## config.mk

```make
export PLATFORM = sky130hd
export DESIGN_NAME = mbt_sigmoid
export DESIGN_NICKNAME = d
export VERILOG_FILES = /design/src/hw/rtl/mbt_pkg.sv /design/src/hw/rtl/mbt_sigmoid.sv
export SDC_FILE = /design/constraint.sdc
export NUM_CORES = 1
export LEC_CHECK = 0
export ABC_AREA = 1
export BUFFER_PORTS_ARGS = -buffer_cell sky130_fd_sc_hd__buf_4
export CAP_MARGIN = 20
export CORE_UTILIZATION = 35
export CTS_CLUSTER_SIZE = 8
export DETAILED_ROUTE_END_ITERATION = 7
export SYNTH_ARGS = -nofsm -noshare
export SYNTH_HDL_FRONTEND = slang
export SYNTH_SLANG_ARGS = --single-unit
```

## constraint.sdc

```tcl
create_clock -name clk -period 2.66 [get_ports clk]
set_input_delay 0.266 -clock clk [delete_from_list [all_inputs] [get_ports clk]]
set_output_delay 0.266 -clock clk [all_outputs]
set_load 0.05 [all_outputs]
```

## src/hw/rtl/mbt_pkg.sv

```systemverilog
// Types, constants and helper functions of the trainer.
`timescale 1ns / 1ps
package mbt_pkg;

    localparam int INPUT_COUNT         = 3;
    localparam int OUTPUT_COUNT        = 1;
    localparam int FRACTION_BITS       = 10;
    localparam int SIGMOID_TABLE_DEPTH = 256;

    localparam int WEIGHT_W  = 16;
    localparam int ACT_W     = FRACTION_BITS + 1;
    localparam int ERR_W     = FRACTION_BITS + 2;
    localparam int RATE_W    = 11;
    localparam int ACC_W     = 40;
    localparam int PROD_W    = 48;
    localparam int MUL_W     = 32;
    localparam int TAB_BITS  = $clog2(SIGMOID_TABLE_DEPTH);
    localparam int W_IDX_W   = $clog2(INPUT_COUNT + 1);
    localparam int ONE       = 1 << FRACTION_BITS;

    // Forward pass per node: one step per input, one to finish the sum,
    // one for the table, one to hand the node on.
    localparam int FWD_LAST  = INPUT_COUNT + 2;
    // Update pass per node: four delta steps, then four steps per weight.
    localparam int UPD_LAST  = 4 + 4 * (INPUT_COUNT + 2) - 1;
    localparam int STEP_W    = $clog2(UPD_LAST + 1);

    localparam int CFG_IDX_W = 1;
    localparam logic [CFG_IDX_W-1:0] CFG_LEARNING_RATE = 1'b0;
    localparam logic [CFG_IDX_W-1:0] CFG_MOMENTUM      = 1'b1;
    localparam logic [RATE_W-1:0] LR_RESET  = 11'd307;
    localparam logic [RATE_W-1:0] MOM_RESET = 11'd922;

    typedef enum logic [1:0] {
        OP_TRAIN = 2'd0,
        OP_INFER = 2'd1,
        OP_WRITE = 2'd2,
        OP_READ  = 2'd3
    } op_t;

    typedef enum logic [2:0] {
        ST_IDLE,
        ST_FWD,
        ST_OUT_SIG,
        ST_OUT_DELTA,
        ST_HID_UPD,
        ST_BIAS_UPD,
        ST_ACCESS,
        ST_FINISH
    } state_t;

    // Everything the ring keeps for one hidden node; w and c index INPUT_COUNT
    // is the bias, wo and co are the node's output weight and change term.
    typedef struct packed {
        logic [INPUT_COUNT:0][WEIGHT_W-1:0] w;
        logic [INPUT_COUNT:0][WEIGHT_W-1:0] c;
        logic [WEIGHT_W-1:0]                wo;
        logic [WEIGHT_W-1:0]                co;
        logic [ACT_W-1:0]                   h;
    } node_rec_t;

    localparam logic signed [PROD_W-1:0] SAT_HI = 32767;
    localparam logic signed [PROD_W-1:0] SAT_LO = -32768;

    // Shift right by s, rounding half up.
    function automatic logic signed [PROD_W-1:0] shr_round(
        input logic signed [PROD_W-1:0] v,
        input int                       s
    );
        logic signed [PROD_W-1:0] half;
        half = '0;
        half[s-1] = 1'b1;
        return (v + half) >>> s;
    endfunction

    function automatic logic [WEIGHT_W-1:0] sat16(input logic signed [PROD_W-1:0] v);
        logic [WEIGHT_W-1:0] r;
        if (v > SAT_HI)
            r = SAT_HI[WEIGHT_W-1:0];
        else if (v < SAT_LO)
            r = SAT_LO[WEIGHT_W-1:0];
        else
            r = v[WEIGHT_W-1:0];
        return r;
    endfunction

    // Unsigned quotient by shift and subtract, used only while the table is built.
    function automatic longint unsigned udiv64(
        input longint unsigned n,
        input longint unsigned d
    );
        longint unsigned q;
        longint unsigned rem;
        int              b;
        q   = '0;
        rem = '0;
        for (b = 63; b >= 0; b--)
        begin
            rem = {rem[62:0], n[b]};
            if (rem >= d)
            begin
                rem  = rem - d;
                q[b] = 1'b1;
            end
        end
        return q;
    endfunction

    // Sigmoid table entry k, built from an exp series in Q30 at elaboration.
    function automatic logic [ACT_W-1:0] sig_entry(input int k);
        longint            t;
        longint unsigned   mag;
        longint unsigned   g;
        longint unsigned   term;
        longint unsigned   e;
        longint unsigned   den;
        longint unsigned   num;
        longint unsigned   q30;
        longint            sum;
        longint unsigned   usum;
        int                i;
        int                r;
        q30  = 64'd1 << 30;
        t    = 16 * longint'(k) - 8 * longint'(SIGMOID_TABLE_DEPTH);
        mag  = (t < 0) ? longint'(-t) : longint'(t);
        g    = (mag << 30) / (8 * SIGMOID_TABLE_DEPTH);
        sum  = longint'(q30);
        term = q30;
        for (i = 1; i <= 24; i++) begin
            term = udiv64((term * g) >> 30, longint'(i));
            if (i % 2 == 1)
                sum = sum - longint'(term);
            else
                sum = sum + longint'(term);
        end
        if (sum < 0)
            sum = 0;
        usum = longint'(sum);
        for (r = 0; r < 3; r++)
            usum = (usum * usum + (q30 >> 1)) >> 30;
        e   = usum;
        den = q30 + e;
        num = (t >= 0) ? (longint'(ONE) << 30) : (e << FRACTION_BITS);
        return ACT_W'(udiv64(num + (den >> 1), den));
    endfunction

endpackage

```

## src/hw/rtl/mbt_sigmoid.sv

```systemverilog
// Rounds and clamps a pre-activation and looks up the sigmoid, registered.
`timescale 1ns / 1ps
module mbt_sigmoid (
    input  logic                                clk,
    input  logic signed [mbt_pkg::ACC_W-1:0]    acc,
    output logic        [mbt_pkg::ACT_W-1:0]    y
);
    import mbt_pkg::*;

    localparam logic signed [ACC_W-1:0] HALF = ACC_W'(1) <<< (FRACTION_BITS - 1);
    localparam logic signed [ACC_W-1:0] V_LO = -(8 * ONE);
    localparam logic signed [ACC_W-1:0] V_HI = 8 * ONE - 1;
    localparam logic signed [ACC_W-1:0] V_OFS = 8 * ONE;

    logic [ACT_W-1:0] table_w [SIGMOID_TABLE_DEPTH];
    logic signed [ACC_W-1:0] v;
    logic signed [ACC_W-1:0] vc;
    logic        [ACC_W-1:0] ofs;
    logic [TAB_BITS-1:0]     idx;
    logic [ACT_W-1:0]        y_reg;
    logic [ACT_W-1:0]        y_next;

    for (genvar k = 0; k < SIGMOID_TABLE_DEPTH; k++)
    begin : g_tab
        localparam logic [ACT_W-1:0] ENTRY = sig_entry(k);
        assign table_w[k] = ENTRY;
    end

    always_comb
    begin
        v = (acc + HALF) >>> FRACTION_BITS;
        if (v < V_LO)
            vc = V_LO;
        else if (v > V_HI)
            vc = V_HI;
        else
            vc = v;
        ofs    = vc + V_OFS;
        // The offset value lies in [0, 16 ONE); its top bits are the index.
        idx    = ofs[FRACTION_BITS+3 -: TAB_BITS];
        y_next = table_w[idx];
    end

    always_ff @(posedge clk)
    begin
        y_reg <= y_next;
    end

    assign y = y_reg;
endmodule

```

==> results by group <==
Clocking
  • CTS tree: built
  • CTS Buf Count: 3
  • CTS max path bufs: 2
  • Clk root buf: clkbuf_8
  • Worst-path clk slew: 50 ps
  • Post-CTS Hold Fix Bufs: 0
  • CTS H-Tree Depth: 1
  • TritonCTS Sinks: 11

Die
  • DIE HEIGHT: 98.4 µm
  • CORE AREA: 8850 µm²
  • Initial Utilization: 36.8%
  • Row cnt: 34
  • Die area: 9680 µm²
  • Top Ports: 52
  • Die Wd: 98.4 µm

Critical path
  • Worst EP arrival: 2980 ps
  • Worst-path fanout max: 7
  • Crit-path cells: buf_8 -> ha_4 -> inv_4 -> nor2_4 -> nand2_4 -> nor2_8 -> buf_6 -> buf_4 -> nand3_1 -> nand2_2 -> nor2_2 -> nand3_2 -> nor2_2 -> nand2_2 -> nand2_8 -> buf_6 -> nand2_4 -> clkinvlp_4 -> buf_4 -> o211ai_1 -> nand2_1 -> nand3_1 -> o21ai_1 -> inv_1
  • Setup crit end kind: flop
  • Crit path max-delay cell type: clkinvlp_4
  • WS Path Type: primary input to flop
  • Startpoint types: primary input
  • Max stage delay on crit path: 240 ps
  • Critical Path RT: 2850 ps

Pwr
  • Leak: 2.90 nW
  • Total power draw: 1.41 mW
  • Pwr dens: 248 nW/µm²
  • Peak VDD IR: 261 µV

Placed design
  • DP Cell Count: 923
  • HPWL after DPL: 13400 µm
  • DP Area: 4800 µm²
  • Routability cong.: 1.03
  • Dpl ws: -518 ps
  • Port Buffers: 42

Synthesis
  • Cell Area, Synth: 3250 µm²
  • Syn avg cell area: 4.97 µm²
  • Ys Warns: 0
  • Share of the yosys chip area belonging to registers: 6.77%
  • Mapped Cells: 654
  • Syn_nets: 704
  • Synthesized flop and latch total: 11
  • Unique masters post-synth: 35

Route
  • Antenna-violating nets left: 0
  • Top routing layer used: met4
  • Routed WL per cell: 17.6 µm
  • First-pass DRT Iterations: 5
  • Drt drc: 0
  • WL met3: 1840 µm
  • Iter 0 DRT Violations: 453
  • Detailed-route vias per instance: 5.40
  • Met1 WL: 7070 µm
  • DRT Wirelength: 16700 µm
  • Via count: 5117
  • Wire length on met2: 7280 µm

Cells and area
  • Fillcell total: 816
  • Final net count: 890
  • Post-Layout Cell Count: 947
  • Share of layout cells above drive strength 1: 45.4%
  • Fin area: 5690 µm²
  • Area Overhead vs Synth: 74.9%
  • Number of diodes: 0
  • Number of flip-flops in the largest register: 11
  • Final core area utilization: 64.3%

Min path
  • Hold Crit Depth: 5
  • Hold/Removal Path Class: primary input to flop

Global routing
  • First-pass GRT wire length: 26100 µm
  • Gr usage total: 34.7%
  • Initial antenna violation count: 0
  • Largest net degree at the start of global routing: 12
  • Vias in the first global route: 4914
  • GRT overflow: 0

STA
  • Final hold violations: 0
  • Max Freq: 358 MHz
  • Slew @ Worst Pin: 391 ps
  • Smallest hold slack: 603 ps
  • Setup TNS: -640 ps
  • Rel. slew slack: 73.8%
  • Crit path time final: 2790 ps
  • Final setup fails: 8
  • Tcrit/Tclk final: 105%
  • Unrepaired setup endpoints after global routing: true
  • Setup ws final: -135 ps
  • Slew Limit Fails: 0

Outcome
  • Outcome: complete, but fails checks
  • Violated checks: negative setup slack

Flow run
  • Max_cap viols: 0
Yosys cell counts (all sizes together):
master,n,area [µm²]
nand2,282,1170
nor2,89,380
inv,75,282
nand3,74,400
o21ai,33,165
a21oi,30,150
buf,17,124
dfxtp,11,220
ha,9,113
nand4,6,37.5
nor3,4,20.0
o211ai,4,30.0
xnor2,4,42.6
xor2,3,26.3
a31oi,2,12.5
and2,2,12.5
nand3b,2,15.0
o2111ai,2,17.5
a211oi,1,7.51
clkbuf,1,3.75
clkinv,1,3.75
nor4,1,6.26
o31ai,1,7.51
per-layer routing:
metal,vias to the layer above,track usage (%)
li1,2450,-
met2,275,53.6
met4,0,9.53
met5,-,0
met3,45,8.23
met1,2347,48.0
power by group:
| part | leakage, nW | switching, mW | internal [mW] |
|---|---|---|---|
| logic | 2.78 | 0.631 | 0.426 |
| registers | 0.0923 | 0.00497 | 0.184 |
| clock network | 0.0228 | 0.0620 | 0.105 |
| total | 2.90 | 0.697 | 0.716 |
worst paths after layout:
path / from / end / slack, ps
max: acc[9] / y[4] / -130
min: acc[39] / y[5] / 600
cell families after synthesis:
group	synth area share, %
adders and majority gates	3.46
DFF	6.77
buffers and inverters	12.7
AOI/OAI and AO/OA	12.0
xor gates and xnor gates	2.12
and+or+nand+nor	62.9
area by class of cell:
class	count	area [µm²]	share of cell area (%)
Timing Repair Buffer	198	1680	29.5
Clock buffer	4	45.0	0.792
Sequential cell	11	220	3.87
Tap cell	108	135	2.38
Inverter	76	323	5.68
Multi-Input combinational cell	550	3290	57.8
cells in the final DEF (no fill, tap or decap), types with 2 or more instances in the layout:
| master | synthesis | routed |
|---|---|---|
| inv_4 | 0 | 4 |
| inv_1 | 68 | 53 |
| a21oi_1 | 30 | 22 |
| nor2_2 | 6 | 32 |
| clkbuf_8 | 0 | 3 |
| ha_4 | 0 | 6 |
| clkinvlp_4 | 0 | 2 |
| nor3_4 | 0 | 2 |
| nand3_1 | 68 | 59 |
| buf_4 | 3 | 172 |
| nand2_4 | 5 | 11 |
| nand2_8 | 3 | 10 |
| nand2_2 | 12 | 48 |
| and2_1 | 2 | 2 |
| nor2_1 | 80 | 40 |
| dfxtp_1 | 11 | 11 |
| o21ai_1 | 12 | 17 |
| a21oi_2 | 0 | 8 |
| buf_8 | 0 | 3 |
| buf_16 | 0 | 2 |
| nand4_1 | 6 | 6 |
| nand3_2 | 6 | 11 |
| nand3_4 | 0 | 4 |
| buf_12 | 0 | 4 |
| nor2_4 | 2 | 16 |
| nand3b_1 | 2 | 2 |
| xor2_1 | 3 | 3 |
| inv_8 | 0 | 2 |
| ha_1 | 9 | 2 |
| buf_6 | 5 | 16 |
| xnor2_1 | 3 | 3 |
| o211ai_1 | 4 | 4 |
| inv_2 | 7 | 13 |
| o21ai_2 | 0 | 5 |
| a31oi_1 | 2 | 2 |
| o21ai_0 | 21 | 11 |
| nand2_1 | 262 | 214 |
worst max-delay path, delay by kind of cell:
family                     cells  cell delay (ps)
AOI/OAI and AO/OA              2              310
adders and majority gates      1              130
buffers and inverters          8             1050
and+or+nand+nor               13             1220
timing repair:
action,4_1_cts,5_1_grt
gates cloned,2,2
buffers inserted,8,8
pin swaps,29,67
gates resized for setup,81,117
endpoints found under the setup margin,10,11
Note: power is estimated with default switching activity, not from simulation.
