<file path="config.mk">
export PLATFORM = sky130hd
export DESIGN_NAME = mbt_cell
export DESIGN_NICKNAME = d
export VERILOG_FILES = /design/src/hw/rtl/mbt_pkg.sv /design/src/hw/rtl/mbt_cell.sv
export SDC_FILE = /design/constraint.sdc
export NUM_CORES = 1
export LEC_CHECK = 0
export BUFFER_PORTS_ARGS = -buffer_cell sky130_fd_sc_hd__buf_2
export CAP_MARGIN = 40
export CELL_PAD_IN_SITES_DETAIL_PLACEMENT = 1
export CELL_PAD_IN_SITES_GLOBAL_PLACEMENT = 1
export CORE_UTILIZATION = 36
export DETAILED_ROUTE_END_ITERATION = 6
export PLACE_DENSITY_LB_ADDON = 0.25
export REMOVE_ABC_BUFFERS = 1
export SLEW_MARGIN = 20
export SYNTH_ARGS = -nofsm -noshare
export SYNTH_HDL_FRONTEND = slang
export SYNTH_SLANG_ARGS = --single-unit
</file>
<file path="constraint.sdc">
create_clock -name clk -period 0.9 [get_ports clk]
set_input_delay 0 -clock clk [delete_from_list [all_inputs] [get_ports clk]]
set_output_delay 0 -clock clk [all_outputs]
set_load 0.01 [all_outputs]
</file>
<file path="src/hw/rtl/mbt_pkg.sv">
// Types, constants and helper functions of the trainer.
`timescale 1ns / 1ps
package mbt_pkg;

    localparam int INPUT_COUNT         = 3;
    localparam int OUTPUT_COUNT        = 1;
    localparam int FRACTION_BITS       = 10;
    localparam int SIGMOID_TABLE_DEPTH = 256;

    localparam int WEIGHT_W  = 16;
    localparam int ACT_W     = FRACTION_BITS + 1;
    localparam int ERR_W     = FRACTION_BITS + 2;
    localparam int RATE_W    = 11;
    localparam int ACC_W     = 40;
    localparam int PROD_W    = 48;
    localparam int MUL_W     = 32;
    localparam int TAB_BITS  = $clog2(SIGMOID_TABLE_DEPTH);
    localparam int W_IDX_W   = $clog2(INPUT_COUNT + 1);
    localparam int ONE       = 1 << FRACTION_BITS;

    // Forward pass per node: one step per input, one to finish the sum,
    // one for the table, one to hand the node on.
    localparam int FWD_LAST  = INPUT_COUNT + 2;
    // Update pass per node: four delta steps, then four steps per weight.
    localparam int UPD_LAST  = 4 + 4 * (INPUT_COUNT + 2) - 1;
    localparam int STEP_W    = $clog2(UPD_LAST + 1);

    localparam int CFG_IDX_W = 1;
    localparam logic [CFG_IDX_W-1:0] CFG_LEARNING_RATE = 1'b0;
    localparam logic [CFG_IDX_W-1:0] CFG_MOMENTUM      = 1'b1;
    localparam logic [RATE_W-1:0] LR_RESET  = 11'd307;
    localparam logic [RATE_W-1:0] MOM_RESET = 11'd922;

    typedef enum logic [1:0] {
        OP_TRAIN = 2'd0,
        OP_INFER = 2'd1,
        OP_WRITE = 2'd2,
        OP_READ  = 2'd3
    } op_t;

    typedef enum logic [2:0] {
        ST_IDLE,
        ST_FWD,
        ST_OUT_SIG,
        ST_OUT_DELTA,
        ST_HID_UPD,
        ST_BIAS_UPD,
        ST_ACCESS,
        ST_FINISH
    } state_t;

    // Everything the ring keeps for one hidden node; w and c index INPUT_COUNT
    // is the bias, wo and co are the node's output weight and change term.
    typedef struct packed {
        logic [INPUT_COUNT:0][WEIGHT_W-1:0] w;
        logic [INPUT_COUNT:0][WEIGHT_W-1:0] c;
        logic [WEIGHT_W-1:0]                wo;
        logic [WEIGHT_W-1:0]                co;
        logic [ACT_W-1:0]                   h;
    } node_rec_t;

    localparam logic signed [PROD_W-1:0] SAT_HI = 32767;
    localparam logic signed [PROD_W-1:0] SAT_LO = -32768;

    // Shift right by s, rounding half up.
    function automatic logic signed [PROD_W-1:0] shr_round(
        input logic signed [PROD_W-1:0] v,
        input int                       s
    );
        logic signed [PROD_W-1:0] half;
        half = '0;
        half[s-1] = 1'b1;
        return (v + half) >>> s;
    endfunction

    function automatic logic [WEIGHT_W-1:0] sat16(input logic signed [PROD_W-1:0] v);
        logic [WEIGHT_W-1:0] r;
        if (v > SAT_HI)
            r = SAT_HI[WEIGHT_W-1:0];
        else if (v < SAT_LO)
            r = SAT_LO[WEIGHT_W-1:0];
        else
            r = v[WEIGHT_W-1:0];
        return r;
    endfunction

    // Unsigned quotient by shift and subtract, used only while the table is built.
    function automatic longint unsigned udiv64(
        input longint unsigned n,
        input longint unsigned d
    );
        longint unsigned q;
        longint unsigned rem;
        int              b;
        q   = '0;
        rem = '0;
        for (b = 63; b >= 0; b--)
        begin
            rem = {rem[62:0], n[b]};
            if (rem >= d)
            begin
                rem  = rem - d;
                q[b] = 1'b1;
            end
        end
        return q;
    endfunction

    // Sigmoid table entry k, built from an exp series in Q30 at elaboration.
    function automatic logic [ACT_W-1:0] sig_entry(input int k);
        longint            t;
        longint unsigned   mag;
        longint unsigned   g;
        longint unsigned   term;
        longint unsigned   e;
        longint unsigned   den;
        longint unsigned   num;
        longint unsigned   q30;
        longint            sum;
        longint unsigned   usum;
        int                i;
        int                r;
        q30  = 64'd1 << 30;
        t    = 16 * longint'(k) - 8 * longint'(SIGMOID_TABLE_DEPTH);
        mag  = (t < 0) ? longint'(-t) : longint'(t);
        g    = (mag << 30) / (8 * SIGMOID_TABLE_DEPTH);
        sum  = longint'(q30);
        term = q30;
        for (i = 1; i <= 24; i++) begin
            term = udiv64((term * g) >> 30, longint'(i));
            if (i % 2 == 1)
                sum = sum - longint'(term);
            else
                sum = sum + longint'(term);
        end
        if (sum < 0)
            sum = 0;
        usum = longint'(sum);
        for (r = 0; r < 3; r++)
            usum = (usum * usum + (q30 >> 1)) >> 30;
        e   = usum;
        den = q30 + e;
        num = (t >= 0) ? (longint'(ONE) << 30) : (e << FRACTION_BITS);
        return ACT_W'(udiv64(num + (den >> 1), den));
    endfunction

endpackage

</file>
<file path="src/hw/rtl/mbt_cell.sv">
// One ring cell: holds the weights and change terms of one hidden node.
`timescale 1ns / 1ps
module mbt_cell (
    input  logic               clk,
    input  logic               rst_n,
    input  logic               shift_en,
    input  mbt_pkg::node_rec_t rec_in,
    output mbt_pkg::node_rec_t rec_out
);
    import mbt_pkg::*;

    node_rec_t rec_reg;
    node_rec_t rec_next;

    always_comb
    begin
        rec_next = shift_en ? rec_in : rec_reg;
    end

    always_ff @(posedge clk or negedge rst_n)
    begin
        if (!rst_n)
            rec_reg <= '0;
        else
            rec_reg <= rec_next;
    end

    assign rec_out = rec_reg;
endmodule

</file>
==> summary.md <==
The tools report the final layout net count as 1164. TritonCTS built the clock tree. The logs give 241 for the final count of negative-setup-slack endpoints and 36 for the largest net degree at the start of global routing. The number of placed instances, taps included, is 935. The die boundary height is 138 um. The synthesized-area fraction occupied by and/or/nand/nor cells is 0%, and the compound-gate portion of the synthesized area is 0%. Number of buffers created by CTS: 17. The critical path goes through buf_6. Number of buffer and inverter instances along the worst setup path: 1. The count of input and output buffers is 344, and the post-layout minimum cycle time is 1.02 ns. The checks that failed: design-rule violations, negative setup slack.

In this run, synthesis inferred 0 flip-flops with an integrated enable. The sum of overflow across all layers after global routing was 0. The cell family contributing the most delay on the critical path was flip-flops. The path type of the worst setup path was reg2out. Power spread over the standard cell area amounts to 1780 mW/mm2. After synthesis, the largest family of logic cells by area is multiplexers.

At the worst endpoint, the required time is 0.90 ns. For the leakage power, the log shows 6.29 nW. The number of global-route vias before repair came out at 6822.

After synthesis the netlist holds a flip-flop and latch count of 171. Once detailed placement completed, the half-perimeter wirelength came to 14400 um. The run gives 4 as the number of antenna violations at the first check in global routing. The run gives 0 as the number of hold violations in the final report. In this run the worst path has a maximum fanout of 2.

For the pin with the worst max-slew slack, the measured transition is 0.313 ns. Setup repair after global routing could not meet its margin everywhere. The final setup slack of the worst path is -0.121 ns.

Derived from the worst setup path, the maximum achievable clock frequency is 0.980 GHz. The detailed-route wire length per cell was 25.8 um; the global-route usage over all layers was 29.7%. OpenSTA, run right after detailed placement, puts the worst setup slack at -0.110 ns. Area of the mapped netlist: 0.00671 mm2.

Sorting the synthesized cells by area gives the leading types as sky130_fd_sc_hd__dfrtp_1 (64%), sky130_fd_sc_hd__mux2_4 (20%), sky130_fd_sc_hd__mux2_2 (14%). The warning count from the yosys run came out at 0. The switching power summed over all nets is 6.24 mW.

Synthesis produced 361 cells. The tools report the normalized max-slew margin as 79.1%. Once the floorplan was initialized, standard cells occupied 37.1% of the core. The routed design has 31900 um of wire. The floorplan step set the die width to 138 um. The starting DRC count in detailed routing is 208. Across all layers, the routed design uses 5922 vias. The layout overhead on the synthesized area is 88.6%. The worst IR drop on VDD came out at 1.41 mV.

The multiplexer share of the synthesized area works out to 33.8%. The die covers 0.0192 mm2. Number of cells in the finished layout apart from fillers: 1236. The count of pins on the block boundary is 345, and the sequential power share is 40.7%. The synthesized design spends more area on one cell type than any other, namely sky130_fd_sc_hd__dfrtp_1. Cell internal power was estimated by the tool at 16.2 mW.

Across the run, the number of max-cap violations was 0. The total number of clock tree sinks is 171. The wire length of the first global-routing pass is 42300 um, and the share of the clock period used by the worst path after layout is 113%.

After filler insertion, the fill cell instance count of the layout stands at 1697. Summing the areas of all fa, ha and maj instances in the mapped netlist gives 0% of the synthesized area. The share of synthesized flip-flops with an asynchronous set or reset works out to 100%. The root buffer cell chosen for the clock tree is sky130_fd_sc_hd__clkbuf_16. Clock latency on the worst-skew pair, taken at its later pin, is 0.43 ns. After synthesis, the most frequently instantiated cells are sky130_fd_sc_hd__dfrtp_1 (171), sky130_fd_sc_hd__mux2_4 (90), sky130_fd_sc_hd__mux2_2 (81). The run gives 63.8% as the fraction of the yosys area taken by sequential cells.

STA classifies the critical path startpoint as a flop. The placed instances occupy a cell area of 0.00884 mm2. The logs give 0.0181 mm2 for the placeable core region and 0.807 for the routability-driven placement congestion ratio. Combinational logic is responsible for 24.7% of the overall power.

The run finished, with violations left. For the worst setup path, the data arrival time is 1.02 ns. After Yosys synthesis, XOR and XNOR cells account for 0% of the synthesized area. The share of the core filled with cells in the final layout was 69.9%.

Net switching is 27.8% of the power. The number of placement rows was 49. The aggregate negative setup slack is -14.13 ns, and the number of buffers on the longest clock path is 2. The number of H-tree levels is 4, and the number of cells on the worst reg-to-reg path is 2. For the final database, setup skew stands at 0 ns. The cell at the slowest stage of the critical path was sky130_fd_sc_hd__dfrtp_1. Once detail routing completed, the nets flagged for antenna violations numbered 0. Once layout is done, the placed cells without fillers occupy 0.0126 mm2. The most common flop cell mapped by yosys was sky130_fd_sc_hd__dfrtp_1. Clock-pin slew was measured on the worst setup and hold paths at 0.07 ns. The final max-slew violation count was 0; the average size of a mapped cell was 18.6 um2. The post-detailed-route via-to-cell ratio works out to 4.79.

sky130_fd_sc_hd__dfrtp_1 is the most common cell in the netlist. The path class of the tightest hold or removal check is in2async. Cells with a size suffix above 1 make up 65.7% of the layout.

In this design, the stage delay of the slowest critical-path cell is 0.44 ns. The proportion of power drawn by the clock network is 34.6%. The register with the most flip-flops in the layout has 171 of them. The capturing element type of the critical path is a primary output. The cell count along the critical path is 1, and the count of cell types in the netlist is 5.

After detailed routing, the number of remaining DRC violations is 51. The pre-antenna-repair detailed-routing pass consisted of 6 iterations. The proportion of netlist area held by the largest area contributor is 63.8%.
worst paths after layout:
path	startpoint	endpoint	slack [ns]
worst max register to register	rec_out[36]	rec_out[36]	-0.07
worst max-delay path	rec_out[126]	rec_out[126]	-0.12
worst min-delay path	rst_n	rec_out[53]	0.03
min in group clk	shift_en	rec_out[39]	0.06
max in group asynchronous	rst_n	rec_out[73]	0.34
worst min register to register	rec_out[42]	rec_out[42]	0.50
routing by layer:
layer / track usage (%) / vias up / wire [um]
met4: 19.1 / 0 / 1640
met5: 0 / - / 0
li1: - / 2528 / -
met2: 53.2 / 318 / 17000
met3: 7.45 / 96 / 2040
met1: 31.1 / 2980 / 11200
through the flow:
stage                     hold WS (ns)  power, mW
after global placement         -0.0995       12.2
after CTS                       0.0173       21.2
after detailed placement       -0.0974       12.3
after global routing            0.0481       23.1
final                           0.0281       22.5
after floorplan                 -0.296       10.4
cells in the final DEF (no fill, tap or decap):
master,instances
sky130_fd_sc_hd__clkinv_2,1
sky130_fd_sc_hd__dfrtp_1,171
sky130_fd_sc_hd__buf_4,55
sky130_fd_sc_hd__dlygate4sd3_1,172
sky130_fd_sc_hd__inv_6,2
sky130_fd_sc_hd__mux2_4,95
sky130_fd_sc_hd__clkinvlp_4,3
sky130_fd_sc_hd__clkbuf_16,17
sky130_fd_sc_hd__buf_2,250
sky130_fd_sc_hd__mux2_2,76
sky130_fd_sc_hd__diode_2,4
sky130_fd_sc_hd__clkbuf_1,1
sky130_fd_sc_hd__inv_8,1
sky130_fd_sc_hd__buf_12,10
sky130_fd_sc_hd__bufinv_16,2
sky130_fd_sc_hd__clkinv_4,2
sky130_fd_sc_hd__clkbuf_8,4
sky130_fd_sc_hd__buf_6,141
power by group through the flow:
| stage | logic, mW | registers, mW | clock network [mW] |
|---|---|---|---|
| after floorplan | 1.04 | 9.35 | 0 |
| after global placement | 3.23 | 8.97 | 0 |
| after detailed placement | 3.33 | 9.02 | 0 |
| after CTS | 4.67 | 8.91 | 7.64 |
| after global routing | 5.77 | 9.21 | 8.13 |
| final | 5.54 | 9.15 | 7.77 |
cells by family (layout without fill, tap and decap cells):
group	count (synthesis)	in the layout
other	0	4
muxes	171	171
DFF	171	171
buffers and inverters	19	661
final cells by class:
| class | instances | area, um2 | share of cell area [%] |
|---|---|---|---|
| clock inverter | 11 | 134 | 1.06 |
| sequential | 171 | 4280 | 33.8 |
| tap | 229 | 287 | 2.27 |
| multi-input combinational | 171 | 2280 | 18.0 |
| antenna | 4 | 10.0 | 0.0791 |
| timing repair buffer | 629 | 5190 | 41.0 |
| clock buffer | 21 | 470 | 3.72 |
what timing repair did:
| item | CTS | global route |
|---|---|---|
| pin swaps | 0 | 0 |
| setup buffers | 68 | 25 |
| hold buffers | 172 | 0 |
| hold endpoints to repair | 342 | 0 |
| setup endpoints to repair | 171 | 231 |
| resized for setup | 65 | 97 |
Note: power is estimated with default switching activity, not from simulation.
